File: src/hdl/deq_pkg.sv
// ----------------------------------------------------------------------------
// deq_pkg
// Shared types and codes for the double-ended queue: request and response
// words, request codes and status codes.
// ----------------------------------------------------------------------------
package deq_pkg;

    // Request codes
    localparam logic [2:0] REQ_PUSH_FRONT = 3'd0;
    localparam logic [2:0] REQ_PUSH_BACK  = 3'd1;
    localparam logic [2:0] REQ_POP_FRONT  = 3'd2;
    localparam logic [2:0] REQ_POP_BACK   = 3'd3;
    localparam logic [2:0] REQ_READ_FRONT = 3'd4;
    localparam logic [2:0] REQ_READ_BACK  = 3'd5;

    // Status codes
    localparam logic [1:0] ST_OK    = 2'd0;
    localparam logic [1:0] ST_UNDER = 2'd1;
    localparam logic [1:0] ST_OVER  = 2'd2;

    // Value returned on an empty pop or read
    localparam logic signed [31:0] EMPTY_VALUE = -32'sd1;

    // One request word
    typedef struct packed {
        logic [2:0]         req_type;
        logic signed [31:0] data_in;
    } req_word_t;

    // One response word
    typedef struct packed {
        logic signed [31:0] data_out;
        logic [1:0]         status;
        logic               is_empty;
        logic [4:0]         entry_count;
    } rsp_word_t;

endpackage

File: src/hdl/deq_ram.sv
// ----------------------------------------------------------------------------
// deq_ram
// Simple dual-port synchronous RAM: one write port, one read port with a
// registered read that updates only when a read is issued.
// ----------------------------------------------------------------------------
module deq_ram #(
    parameter int DEPTH  = 16,
    parameter int WIDTH  = 32,
    parameter int ADDR_W = 4
) (
    input  logic              clk,
    input  logic              wr_en,
    input  logic [ADDR_W-1:0] wr_addr,
    input  logic [WIDTH-1:0]  wr_data,
    input  logic              rd_en,
    input  logic [ADDR_W-1:0] rd_addr,
    output logic [WIDTH-1:0]  rd_data
);

    logic [WIDTH-1:0] mem [DEPTH];
    logic [WIDTH-1:0] rd_data_reg;

    // Write port
    always_ff @(posedge clk)
    begin
        if (wr_en)
        begin
            mem[wr_addr] <= wr_data;
        end
    end

    // Read port, data held until the next read
    always_ff @(posedge clk)
    begin
        if (rd_en)
        begin
            rd_data_reg <= mem[rd_addr];
        end
    end

    assign rd_data = rd_data_reg;

endmodule

File: src/hdl/double_ended_queue.sv
// Double-ended queue over a ring of CAPACITY 32-bit entries in one RAM.
// An accepted request passes the second-stage registers, then the output register.
// Throughput: one request per cycle unless rsp_stall backs the block up; the RAM
// takes one access per request and its registered read is the second stage.
// Reset (rst_n, async, active low): queue empty, indices zero, no word in flight.
// RAM contents are not cleared; only written entries are ever read.
// ----------------------------------------------------------------------------
// double_ended_queue
// Push, pop and read at both ends of a ring buffer. Indices and count live in
// registers; the entries live in deq_ram. Each request is decided in the first
// stage, the RAM read returns in the second, then the response is registered.
// ----------------------------------------------------------------------------
module double_ended_queue
    import deq_pkg::*;
#(
    parameter int CAPACITY = 16
) (
    input  logic      clk,
    input  logic      rst_n,
    input  logic      req_valid,
    output logic      req_stall,
    input  req_word_t req_word,
    output logic      rsp_valid,
    input  logic      rsp_stall,
    output rsp_word_t rsp_word
);

    localparam int IDX_W = (CAPACITY > 1) ? $clog2(CAPACITY) : 1;
    localparam int CNT_W = $clog2(CAPACITY + 1);
    localparam logic [IDX_W-1:0] LAST_IDX = IDX_W'(CAPACITY - 1);
    localparam logic [CNT_W-1:0] FULL_CNT = CNT_W'(CAPACITY);

    // Queue control state
    logic [IDX_W-1:0] front_reg, front_next;
    logic [IDX_W-1:0] back_reg, back_next;
    logic [CNT_W-1:0] count_reg, count_next;

    // Second stage: waiting for the RAM read
    logic              p1_valid_reg;
    logic              p1_use_mem_reg;
    logic [1:0]        p1_status_reg;
    logic              p1_empty_reg;
    logic [4:0]        p1_count_reg;

    // Output register
    logic      rsp_valid_reg;
    rsp_word_t rsp_word_reg;

    // RAM interface
    logic             wr_en;
    logic [IDX_W-1:0] wr_addr;
    logic             rd_en;
    logic [IDX_W-1:0] rd_addr;
    logic [31:0]      rd_data;

    logic advance;
    logic accept;
    logic is_full;
    logic is_empty_now;
    logic [IDX_W-1:0] front_up, front_dn, back_up, back_dn;
    logic [1:0]       status_next;
    logic             use_mem_next;
    logic [CNT_W+4:0] count_ext;

    // Handshake: second stage moves on whenever the output slot frees up
    assign advance   = !rsp_valid_reg || !rsp_stall;
    assign req_stall = p1_valid_reg && !advance;
    assign accept    = req_valid && !req_stall;

    // Ring index arithmetic
    assign front_up = (front_reg == LAST_IDX) ? '0 : front_reg + IDX_W'(1);
    assign front_dn = (front_reg == '0) ? LAST_IDX : front_reg - IDX_W'(1);
    assign back_up  = (back_reg == LAST_IDX) ? '0 : back_reg + IDX_W'(1);
    assign back_dn  = (back_reg == '0) ? LAST_IDX : back_reg - IDX_W'(1);

    assign is_full      = (count_reg == FULL_CNT);
    assign is_empty_now = (count_reg == '0);

    // Request decode
    always_comb
    begin
        front_next   = front_reg;
        back_next    = back_reg;
        count_next   = count_reg;
        status_next  = ST_OK;
        use_mem_next = 1'b0;
        wr_en        = 1'b0;
        wr_addr      = back_reg;
        rd_en        = 1'b0;
        rd_addr      = front_reg;
        if (accept)
        begin
            case (req_word.req_type)
                REQ_PUSH_FRONT:
                begin
                    if (is_full)
                    begin
                        status_next = ST_OVER;
                    end
                    else
                    begin
                        front_next = front_dn;
                        wr_en      = 1'b1;
                        wr_addr    = front_dn;
                        count_next = count_reg + CNT_W'(1);
                    end
                end
                REQ_PUSH_BACK:
                begin
                    if (is_full)
                    begin
                        status_next = ST_OVER;
                    end
                    else
                    begin
                        back_next  = back_up;
                        wr_en      = 1'b1;
                        wr_addr    = back_reg;
                        count_next = count_reg + CNT_W'(1);
                    end
                end
                REQ_POP_FRONT, REQ_POP_BACK, REQ_READ_FRONT, REQ_READ_BACK:
                begin
                    if (is_empty_now)
                    begin
                        status_next = ST_UNDER;
                    end
                    else
                    begin
                        use_mem_next = 1'b1;
                        rd_en        = 1'b1;
                        case (req_word.req_type)
                            REQ_POP_FRONT:
                            begin
                                rd_addr    = front_reg;
                                front_next = front_up;
                                count_next = count_reg - CNT_W'(1);
                            end
                            REQ_POP_BACK:
                            begin
                                rd_addr    = back_dn;
                                back_next  = back_dn;
                                count_next = count_reg - CNT_W'(1);
                            end
                            REQ_READ_FRONT:
                            begin
                                rd_addr = front_reg;
                            end
                            default:
                            begin
                                rd_addr = back_dn;
                            end
                        endcase
                    end
                end
                default:
                begin
                    status_next = ST_OK;
                end
            endcase
        end
    end

    assign count_ext = {5'b0, count_next};

    // Control state and pipeline valids
    always_ff @(posedge clk or negedge rst_n)
    begin
        if (!rst_n)
        begin
            front_reg     <= '0;
            back_reg      <= '0;
            count_reg     <= '0;
            p1_valid_reg  <= 1'b0;
            rsp_valid_reg <= 1'b0;
        end
        else
        begin
            front_reg <= front_next;
            back_reg  <= back_next;
            count_reg <= count_next;
            if (accept)
            begin
                p1_valid_reg <= 1'b1;
            end
            else if (advance)
            begin
                p1_valid_reg <= 1'b0;
            end
            if (advance)
            begin
                rsp_valid_reg <= p1_valid_reg;
            end
        end
    end

    // Second-stage payload
    always_ff @(posedge clk)
    begin
        if (accept)
        begin
            p1_use_mem_reg <= use_mem_next;
            p1_status_reg  <= status_next;
            p1_empty_reg   <= (count_next == '0);
            p1_count_reg   <= count_ext[4:0];
        end
    end

    // Output word
    always_ff @(posedge clk)
    begin
        if (advance && p1_valid_reg)
        begin
            rsp_word_reg.status      <= p1_status_reg;
            rsp_word_reg.is_empty    <= p1_empty_reg;
            rsp_word_reg.entry_count <= p1_count_reg;
            if (p1_use_mem_reg)
            begin
                rsp_word_reg.data_out <= rd_data;
            end
            else if (p1_status_reg == ST_UNDER)
            begin
                rsp_word_reg.data_out <= EMPTY_VALUE;
            end
            else
            begin
                rsp_word_reg.data_out <= '0;
            end
        end
    end

    assign rsp_valid = rsp_valid_reg;
    assign rsp_word  = rsp_word_reg;

    // Entry storage
    deq_ram #(
        .DEPTH  (CAPACITY),
        .WIDTH  (32),
        .ADDR_W (IDX_W)
    ) u_ram (
        .clk     (clk),
        .wr_en   (wr_en),
        .wr_addr (wr_addr),
        .wr_data (req_word.data_in),
        .rd_en   (rd_en),
        .rd_addr (rd_addr),
        .rd_data (rd_data)
    );

endmodule

File: config.mk
export PLATFORM = sky130hd
export DESIGN_NAME = double_ended_queue
export DESIGN_NICKNAME = d
export VERILOG_FILES = /design/src/hdl/deq_pkg.sv /design/src/hdl/deq_ram.sv /design/src/hdl/double_ended_queue.sv
export SDC_FILE = /design/constraint.sdc
export NUM_CORES = 1
export LEC_CHECK = 0
export BUFFER_PORTS_ARGS = -buffer_cell sky130_fd_sc_hd__buf_4
export CORE_MARGIN = 2
export CORE_UTILIZATION = 50
export DETAILED_ROUTE_END_ITERATION = 8
export PLACE_DENSITY = 0.66
export SETUP_SLACK_MARGIN = 0.5
export SLEW_MARGIN = 10
export SYNTH_ARGS = -nofsm -noshare
export SYNTH_HDL_FRONTEND = slang
export SYNTH_SLANG_ARGS = --single-unit
File: constraint.sdc
create_clock -name clk -period 4.4 [get_ports clk]
set_input_delay 0.22 -clock clk [delete_from_list [all_inputs] [get_ports clk]]
set_output_delay 0.22 -clock clk [all_outputs]
set_load 0.05 [all_outputs]
After elaboration in Yosys (flattened, before gate mapping). Memories as Yosys holds them, arrays and structs flattened. A register that Yosys moved wholly into a read port is not among the register bits. Cells that the tools add are included.

Memories kept: 1. Bits in writable memories: 512. Word-level logic and storage cells: 95. Bits in registers: 64.

Memories: u_ram.mem (words 16, width 32, rd ports 1, clocked after memory_dff 1, wr ports 1, RTL line deq_ram.sv:20) `logic [WIDTH-1:0] mem [DEPTH];`.

Reductions and logical operators: 22. Eq/ne operators: 14. Muxes and demuxes: 39. Add/sub/neg operators: 6.

Operators with widths (number): 2-to-1 mux 4 bit (17); 2-to-1 mux 32 bit (2); 2-to-1 mux 5 bit (4); case mux 4 bit (2 select lines) (2); 2-to-1 mux 1 bit (11); zero test 5 bit (2); != test 2 bit (second input constant) (5); case mux 5 bit (2 select lines) (1); AND reduction 5 bit (2); adder 4 x 1 -> 4 bit (second input constant) (2); == test 4 bit (second input constant) (2); zero test 4 bit (2); subtractor 4 x 1 -> 4 bit (second input constant) (2); == test 3 x 2 -> 1 bit (second input constant) (2); == test 3 bit (second input constant) (2); nonzero test 2 bit (3); OR reduction 2 bit (3); adder 5 x 1 -> 5 bit (second input constant) (1); == test 5 bit (second input constant) (1); subtractor 5 x 1 -> 5 bit (second input constant) (1); zero test 1 bit (4); case mux 2 bit (2 select lines) (1); OR reduction 4 bit (1); == test 3 x 1 -> 1 bit (second input constant) (1); 5 further kinds (7).

Longest topological paths before layout. Gate-level depths: netlist (run 1).

Depth after elaboration: 9. Depth in mapped cells: 13. Gate-level depth less buffers: 8.

Hierarchy. From an unflattened synthesis (run 1), not the netlist that was laid out.

Cell total of the unflattened synthesis: 1106. Area, all modules: 23341.1 sq um.

By module, submodules not included: deq_ram (cells each 838, area an instance 20155.6 sq um, seq. area each 16335.7 sq um, times used 1); double_ended_queue (cells each 268, area an instance 3185.6 sq um, seq. area each 1846.8 sq um, times used 1).

Worst setup path before layout (run 1). Ideal clock, no wire load.

Kind: register to register. From: reg rsp_valid_reg (netlist: rsp_valid). To: reg rsp_word_reg, in the netlist rsp_word[0] (enable). Data required time: 3.902 ns. Data arrival time: 3.580 ns. Cell stages (with the launch flop): 2. Setup slack: 0.322 ns. Cells stage by stage: dfrtp_1 > a21boi_0.

Cells in the longest elaborated chain, start to end: 3.

RTL lines: start, declared (RTL line double_ended_queue.sv:46) `logic rsp_valid_reg;`; start signal, assigned (RTL line double_ended_queue.sv:192) `rsp_valid_reg <= p1_valid_reg;`; zero test 1 bit (RTL line double_ended_queue.sv:66) `assign advance = !rsp_valid_reg || !rsp_stall;`; logical OR 1 bit (RTL line double_ended_queue.sv:66); logical AND 1 bit (RTL line double_ended_queue.sv:212) `if (advance && p1_valid_reg)`; end, declared (RTL line double_ended_queue.sv:47) `rsp_word_t rsp_word_reg;`.

No other way between the ends. A chain may end at the register's enable or synchronous reset.

Worst setup path after layout (run 1).
From: reg count_reg[1]. To: reg u_ram.rd_data_reg[22] (netlist: u_ram.rd_data[22]), read port of u_ram.mem, data pin.

Cells in the longest elaborated chain, start to end: 4. Elaborated cells between the ends (all ways): 7. Classes of those cells: 6 x mux; 1 x reduce/logical.

RTL lines: start, declared (RTL line double_ended_queue.sv:36) `logic [CNT_W-1:0] count_reg, count_next;`; start signal, assigned (RTL line double_ended_queue.sv:181) `count_reg <= count_next;`; zero test 5 bit * (RTL line double_ended_queue.sv:77) `assign is_empty_now = (count_reg == '0);`; 2-to-1 mux 4 bit / 2-to-1 mux 1 bit (equally long branches) (RTL line double_ended_queue.sv:124) `if (is_empty_now)`; 2-to-1 mux 4 bit / 2-to-1 mux 1 bit (equally long branches) (RTL line double_ended_queue.sv:93) `case (req_word.req_type)`; 2-to-1 mux 4 bit / 2-to-1 mux 1 bit (equally long branches) (RTL line double_ended_queue.sv:91) `if (accept)`; end, declared (RTL line deq_ram.sv:21) `logic [WIDTH-1:0] rd_data_reg;`.

Mark *: on every way between the ends. The rest lies on a longest branch, timed or not.

==> results of run 1 <==
routing by layer:
| layer | up-vias | wire (µm) | track usage [%] |
|---|---|---|---|
| li1 | 7771 | - | - |
| met5 | - | 27 | 0 |
| met1 | 9370 | 31500 | 38.0 |
| met3 | 140 | 7160 | 4.46 |
| met2 | 998 | 35700 | 41.7 |
| met4 | 4 | 2130 | 10.4 |
worst max path at each step:
stage                        end  cells after the start
2_1_floorplan    u_ram.mem[0][0]                     10
3_3_place_gp   u_ram.rd_data[31]                     10
3_5_place_dp   u_ram.rd_data[16]                     10
4_1_cts        u_ram.rd_data[22]                      9
5_1_grt        u_ram.rd_data[16]                     10
6_report       u_ram.rd_data[22]                      9
critical path, stage by stage (launching register included):
cell       delay (ps)
dfrtp_1           460
inv_1              70
ha_1              230
nor4b_2           210
nor4_4            570
mux2i_4           900
buf_4             470
o221a_1           240
o21ai_1            70
o2111ai_1         160
through the flow:
stage | instances | hold slack, ps | area [µm²] | power [W]
2_1_floorplan | 1843 | -75.6 | 28100 | 0.0130
3_3_place_gp | 2585 | 91.6 | 29900 | 0.0154
3_5_place_dp | 2585 | 92.1 | 29900 | 0.0155
4_1_cts | 2742 | 383 | 32300 | 0.0208
5_1_grt | 2742 | 427 | 32300 | 0.0217
6_report | 2742 | 411 | 32300 | 0.0207
power by group:
group / switching (W) / total [W] / internal (W)
clock: 0.00220 / 0.00519 / 0.00299
combinational: 0.00506 / 0.00849 / 0.00343
sequential: 0.000235 / 0.00705 / 0.00681
total: 0.00750 / 0.0207 / 0.0132
placed cells by master (no fill, tap or decap), types with 41 or more instances in the layout:
cell and count:
edfxtp_1 593, nor2_1 82, nor3_1 70, mux2i_1 99
buf_4 144, o21ai_0 77, mux4_2 126, o22a_1 62
o211ai_1 67, dlygate4sd3_1 41, clkbuf_16 69, a21oi_1 43
cell type report:
type                    count  area, µm²
flip-flops and latches    608      18200
well taps                 748        936
fillers                  4242      23000
multi-input cells        1059       9420
inverters                  15       58.8
repair buffers            196       1710
clock inverters            29        206
clock buffers              87       1790
cells by family after synthesis:
family          after synthesis  synth area share (%)
flops                       608                  64.7
mux                         232                  13.9
simple gates                338                  6.11
buf+inv                     176                  2.62
compound gates              473                  12.1
fa+ha+maj                     6                 0.267
xor+xnor                     10                 0.312
synthesized netlist by cell type, drive strengths merged (7+ instances only):
master / count / area (µm²)
edfxtp: 593 / 17800
mux4: 126 / 2840
clkbuf: 114 / 428
o21ai: 109 / 549
mux2i: 102 / 1030
nor2: 99 / 372
nor3: 70 / 350
o211ai: 67 / 503
o22a: 62 / 543
buf: 47 / 253
a21oi: 43 / 215
nand3: 41 / 210
o31ai: 36 / 275
a21o: 35 / 263
a31oi: 35 / 219
nor2b: 34 / 213
or3: 33 / 206
o2111ai: 31 / 272
o221a: 31 / 349
nand2: 28 / 105
dfrtp: 15 / 375
inv: 14 / 52.6
xnor2: 8 / 70.1
nand2b: 7 / 43.8
==> impl_metrics.csv, run 1 <==
group,metric,value,unit
placement,place_congestion,0.924,
global_routing,grt_pass1_wl,114000,µm
logic_synthesis,synth_nets,1888,
route,num_vias,18300,
global_routing,grt_max_degree,90,
route,drt-pass1-iter-count,5,
critical_path,arrival,4000,ps
final_layout,syn2layout_area_growth,15.0,%
final_layout,largest_register_ffs,512,
critical_path,startpoint_type,"register",
critical_path,r2r_cells,9,
die,row_count,86,
route,wl_per_cell,27.9,µm
critical_path,path_class,"register to register",
timing,tightest_slew,1200,ps
logic_synthesis,ys_types,67,
clock_network,cts_tree,"built",
run,max-cap-violations,0,
final_layout,fin_nets,1991,
final_layout,drive_above_1_share,20.8,%
min_path,min_path_cells,3,
timing,finalSetupViolCount,0,
timing,timing_hold_violations_final,0,
clock_network,ctsHoldBuffers,41,
clock_network,clk_pin_slew,60,ps
timing,slew_headroom,19.8,%
route,drc_errors,0,
timing,fmax,277,MHz
global_routing,gr-usage-all-layers,26.8,%
timing,min_period_over_period,82.0,%
placement,place_hpwl,43300,µm
critical_path,cp.required,4800,ps
placement,place.port_buffers,80,
critical_path,ff2ff_setup_slack,790,ps
min_path,hold_end,"rsp_valid",
die,fp.dieH,241,µm
clock_network,htree_num_levels,3,
timing,period_needed,3610,ps
clock_network,cts_sinks,608,
die,start_util,50.8,%
clock_network,cts.repair.resized,0,
clock_network,cts-root-buf,"clkbuf_16",
logic_synthesis,async_reset_ff_share,2.47,%
logic_synthesis,ys_warn_count,0,
route,drt_iter0_drc,1943,
pwr,peakVddDrop,0.000519,V
logic_synthesis,synth_edf_count,593,
outcome,status,"finished clean",
route,avgViaCountPerCell,6.67,
logic_synthesis,ys.flop_type,"edfxtp_1",
route,postRouteAntennaNets,0,
die,die_w,241,µm
final_layout,utilization,58.4,%
die,dieArea,58100,µm²
global_routing,gr-total-overflow,0,
critical_path,r2r_start,"count_reg[1]",
timing,slew_violations,0,
logic_synthesis,synth_area_per_cell,15.2,µm²
critical_path,r2r_end,"u_ram.rd_data[22]",
min_path,min_path_type,"input port to register",
die,core_region_area,55300,µm²
timing,fin_skew,18.7,ps
critical_path,critPathCaptureType,"register",
logic_synthesis,ys_ff_latch,608,
die,io_pins,81,
logic_synthesis,ys_seq_area_share,64.7,%
clock_network,cts_setup_buffers,0,
global_routing,grt_pass1_vias,18100,
route,drt-total-wl,76600,µm
clock_network,clock_tree.buffer_depth,3,
clock_network,cts_buffers,66,
timing,setup_ws,794,ps
timing,fin_setup_tns,0,ps
placement,dpl_worst_slack,875,ps
pwr,p_per_area,642,nW/µm²
logic_synthesis,netlist_area,28100,µm²
clock_network,clock_latency,610,ps
final_layout,n_antenna_cell,0,
min_path,min_from,"rsp_stall",
critical_path,path_max_fanout,24,
timing,rsz0062_at_grt,"no",
global_routing,antenna_found_initial,3,
pwr,p_leak,10.9,nW
logic_synthesis,synth_cells,1843,
critical_path,startpoint,"count_reg[1]",
Power figures use the tool's default switching activity.
==> run 2: changes to the inputs <==
==> constraint.sdc (replaced) <==
create_clock -name clk -period 3.67 [get_ports clk]
set_input_delay 0.1835 -clock clk [delete_from_list [all_inputs] [get_ports clk]]
set_output_delay 0.1835 -clock clk [all_outputs]
set_load 0.05 [all_outputs]
==> impl_metrics.csv, run 2 (same netlist as run 1, synthesis figures left out) <==
group,metric,value,unit
clock_network,cts_sinks,608,
run,max-cap-violations,0,
route,wl_per_cell,28.3,µm
route,drc_errors,0,
clock_network,clk_pin_slew,60,ps
clock_network,cts_tree,"built",
critical_path,startpoint_type,"register",
timing,setup_ws,569,ps
global_routing,grt_pass1_wl,117000,µm
die,start_util,50.8,%
timing,fin_skew,27.2,ps
timing,min_period_over_period,84.5,%
die,io_pins,81,
final_layout,fin_cells,2780,
die,dieArea,58100,µm²
clock_network,cts-root-buf,"clkbuf_16",
timing,fmax,323,MHz
timing,slew_headroom,23.7,%
final_layout,fin_nets,2028,
final_layout,drive_above_1_share,22.8,%
route,drt_iter0_drc,2012,
min_path,min_path_type,"input port to register",
global_routing,antenna_found_initial,3,
route,num_vias,18700,
timing,slew_violations,0,
clock_network,cts_buffers,67,
critical_path,cp.required,4010,ps
critical_path,cp_slowest_cell,"dfrtp_1",
die,fp.dieH,241,µm
placement,dpl_worst_slack,307,ps
global_routing,gr-usage-all-layers,27.4,%
pwr,p_per_area,781,nW/µm²
critical_path,path_class,"register to register",
critical_path,crit_buf_inv,3,
global_routing,gr-total-overflow,0,
placement,place_congestion,0.890,
critical_path,ff2ff_setup_slack,570,ps
clock_network,clock_tree.buffer_depth,3,
die,row_count,86,
global_routing,grt_pass1_vias,18400,
die,core_region_area,55300,µm²
pwr,p_leak,11.3,nW
placement,place.port_buffers,80,
die,die_w,241,µm
timing,finalSetupViolCount,0,
timing,timing_hold_violations_final,0,
critical_path,arrival,3440,ps
critical_path,cp_slowest_stage_delay,480,ps
timing,tightest_slew,1140,ps
final_layout,final_common_cell,"edfxtp_1",
global_routing,grt_max_degree,79,
route,postRouteAntennaNets,0,
route,drt-total-wl,78600,µm
clock_network,clock_latency,620,ps
critical_path,critPathCaptureType,"register",
critical_path,crit_chain,"inv_1 -> ha_2 -> or3b_1 -> and2_4 -> buf_12 -> clkbuf_16 -> and3_1 -> o221ai_2 -> o221ai_1 -> or4_1",
final_layout,syn2layout_area_growth,17.8,%
critical_path,path_max_fanout,21,
route,avgViaCountPerCell,6.74,
final_layout,mostFrequentLayoutCells,"593 x edfxtp_1, 156 x buf_4, 126 x mux4_2",
timing,period_needed,3100,ps
critical_path,crit_family,"simple AND/OR/NAND/NOR gates",
clock_network,htree_num_levels,3,
outcome,status,"finished clean",
final_layout,largest_register_ffs,512,
timing,rsz0062_at_grt,"yes",
placement,place_hpwl,42100,µm
pwr,peakVddDrop,0.000457,V
placement,dp.cells,2593,
final_layout,num-fill-cells,4188,
route,drt-pass1-iter-count,5,
==> run 2: layer usage <==
metal	part of all wire (%)	wire, µm	track usage, %	up-vias
li1	-	-	-	7847
met1	41	32100	38.5	9606
met2	46	36500	43.1	1045
met3	8.8	6900	4.54	230
met4	3.9	3090	10.7	4
met5	0.034	27	0	-
==> run 2: final cells by class <==
type                    count  area [µm²]  share of cell area (%)
clock inverters            39         348                    1.05
clock buffers              78        1780                    5.38
inverters                  15        60.1                   0.181
diodes                      1        2.50                 0.00756
repair buffers            231        2330                    7.03
flip-flops and latches    608       18200                    54.9
well taps                 748         936                    2.83
multi-input cells        1060        9460                    28.6
==> run 2: timing repair <==
item                                    in CTS  in global routing
buffers inserted                            17                  4
resized for setup                            4                 11
gates cloned                                 4                  3
hold buffers                                41                  0
hold endpoints to repair                   534                  0
endpoints found under the setup margin      91                123
pin swaps                                    5                  4
==> run 2: power by group <==
group / switching (W) / internal, W
registers: 0.000250 / 0.00817
logic: 0.00632 / 0.00454
clock network: 0.00275 / 0.00383
total: 0.00932 / 0.0165
==> run 2: final timing paths <==
path	from	cells after the start	to
worst max-delay path	back_reg[1]	10	u_ram.rd_data[30]
max in group asynchronous	rst_n	3	front_reg[0]
min in group asynchronous	rst_n	3	back_reg[2]
worst min-delay path	rsp_stall	3	rsp_valid
worst max register to register	back_reg[1]	10	u_ram.rd_data[30]
worst min register to register	p1_count_reg[0]	0	rsp_word[0]
==> run 2: worst min-delay path, cell delays in order <==
cell and delay (ps):
dlygate4sd3_1 530, buf_4 130, a21o_1 110
==> run 2: through the flow <==
step / hold WS, ps / cell area [µm²] / setup TNS [ps] / power, W / utilization (%)
after global placement: 56.7 / 30100 / 0 / 0.0185 / 54.4
final: 402 / 33100 / 0 / 0.0259 / 59.9
after global routing: 392 / 33100 / 0 / 0.0269 / 59.9
after floorplan: -112 / 28100 / -64550 / 0.0156 / -
after CTS: 374 / 32900 / 0 / 0.0255 / 59.6
after detailed placement: 58.3 / 30100 / 0 / 0.0187 / 54.4
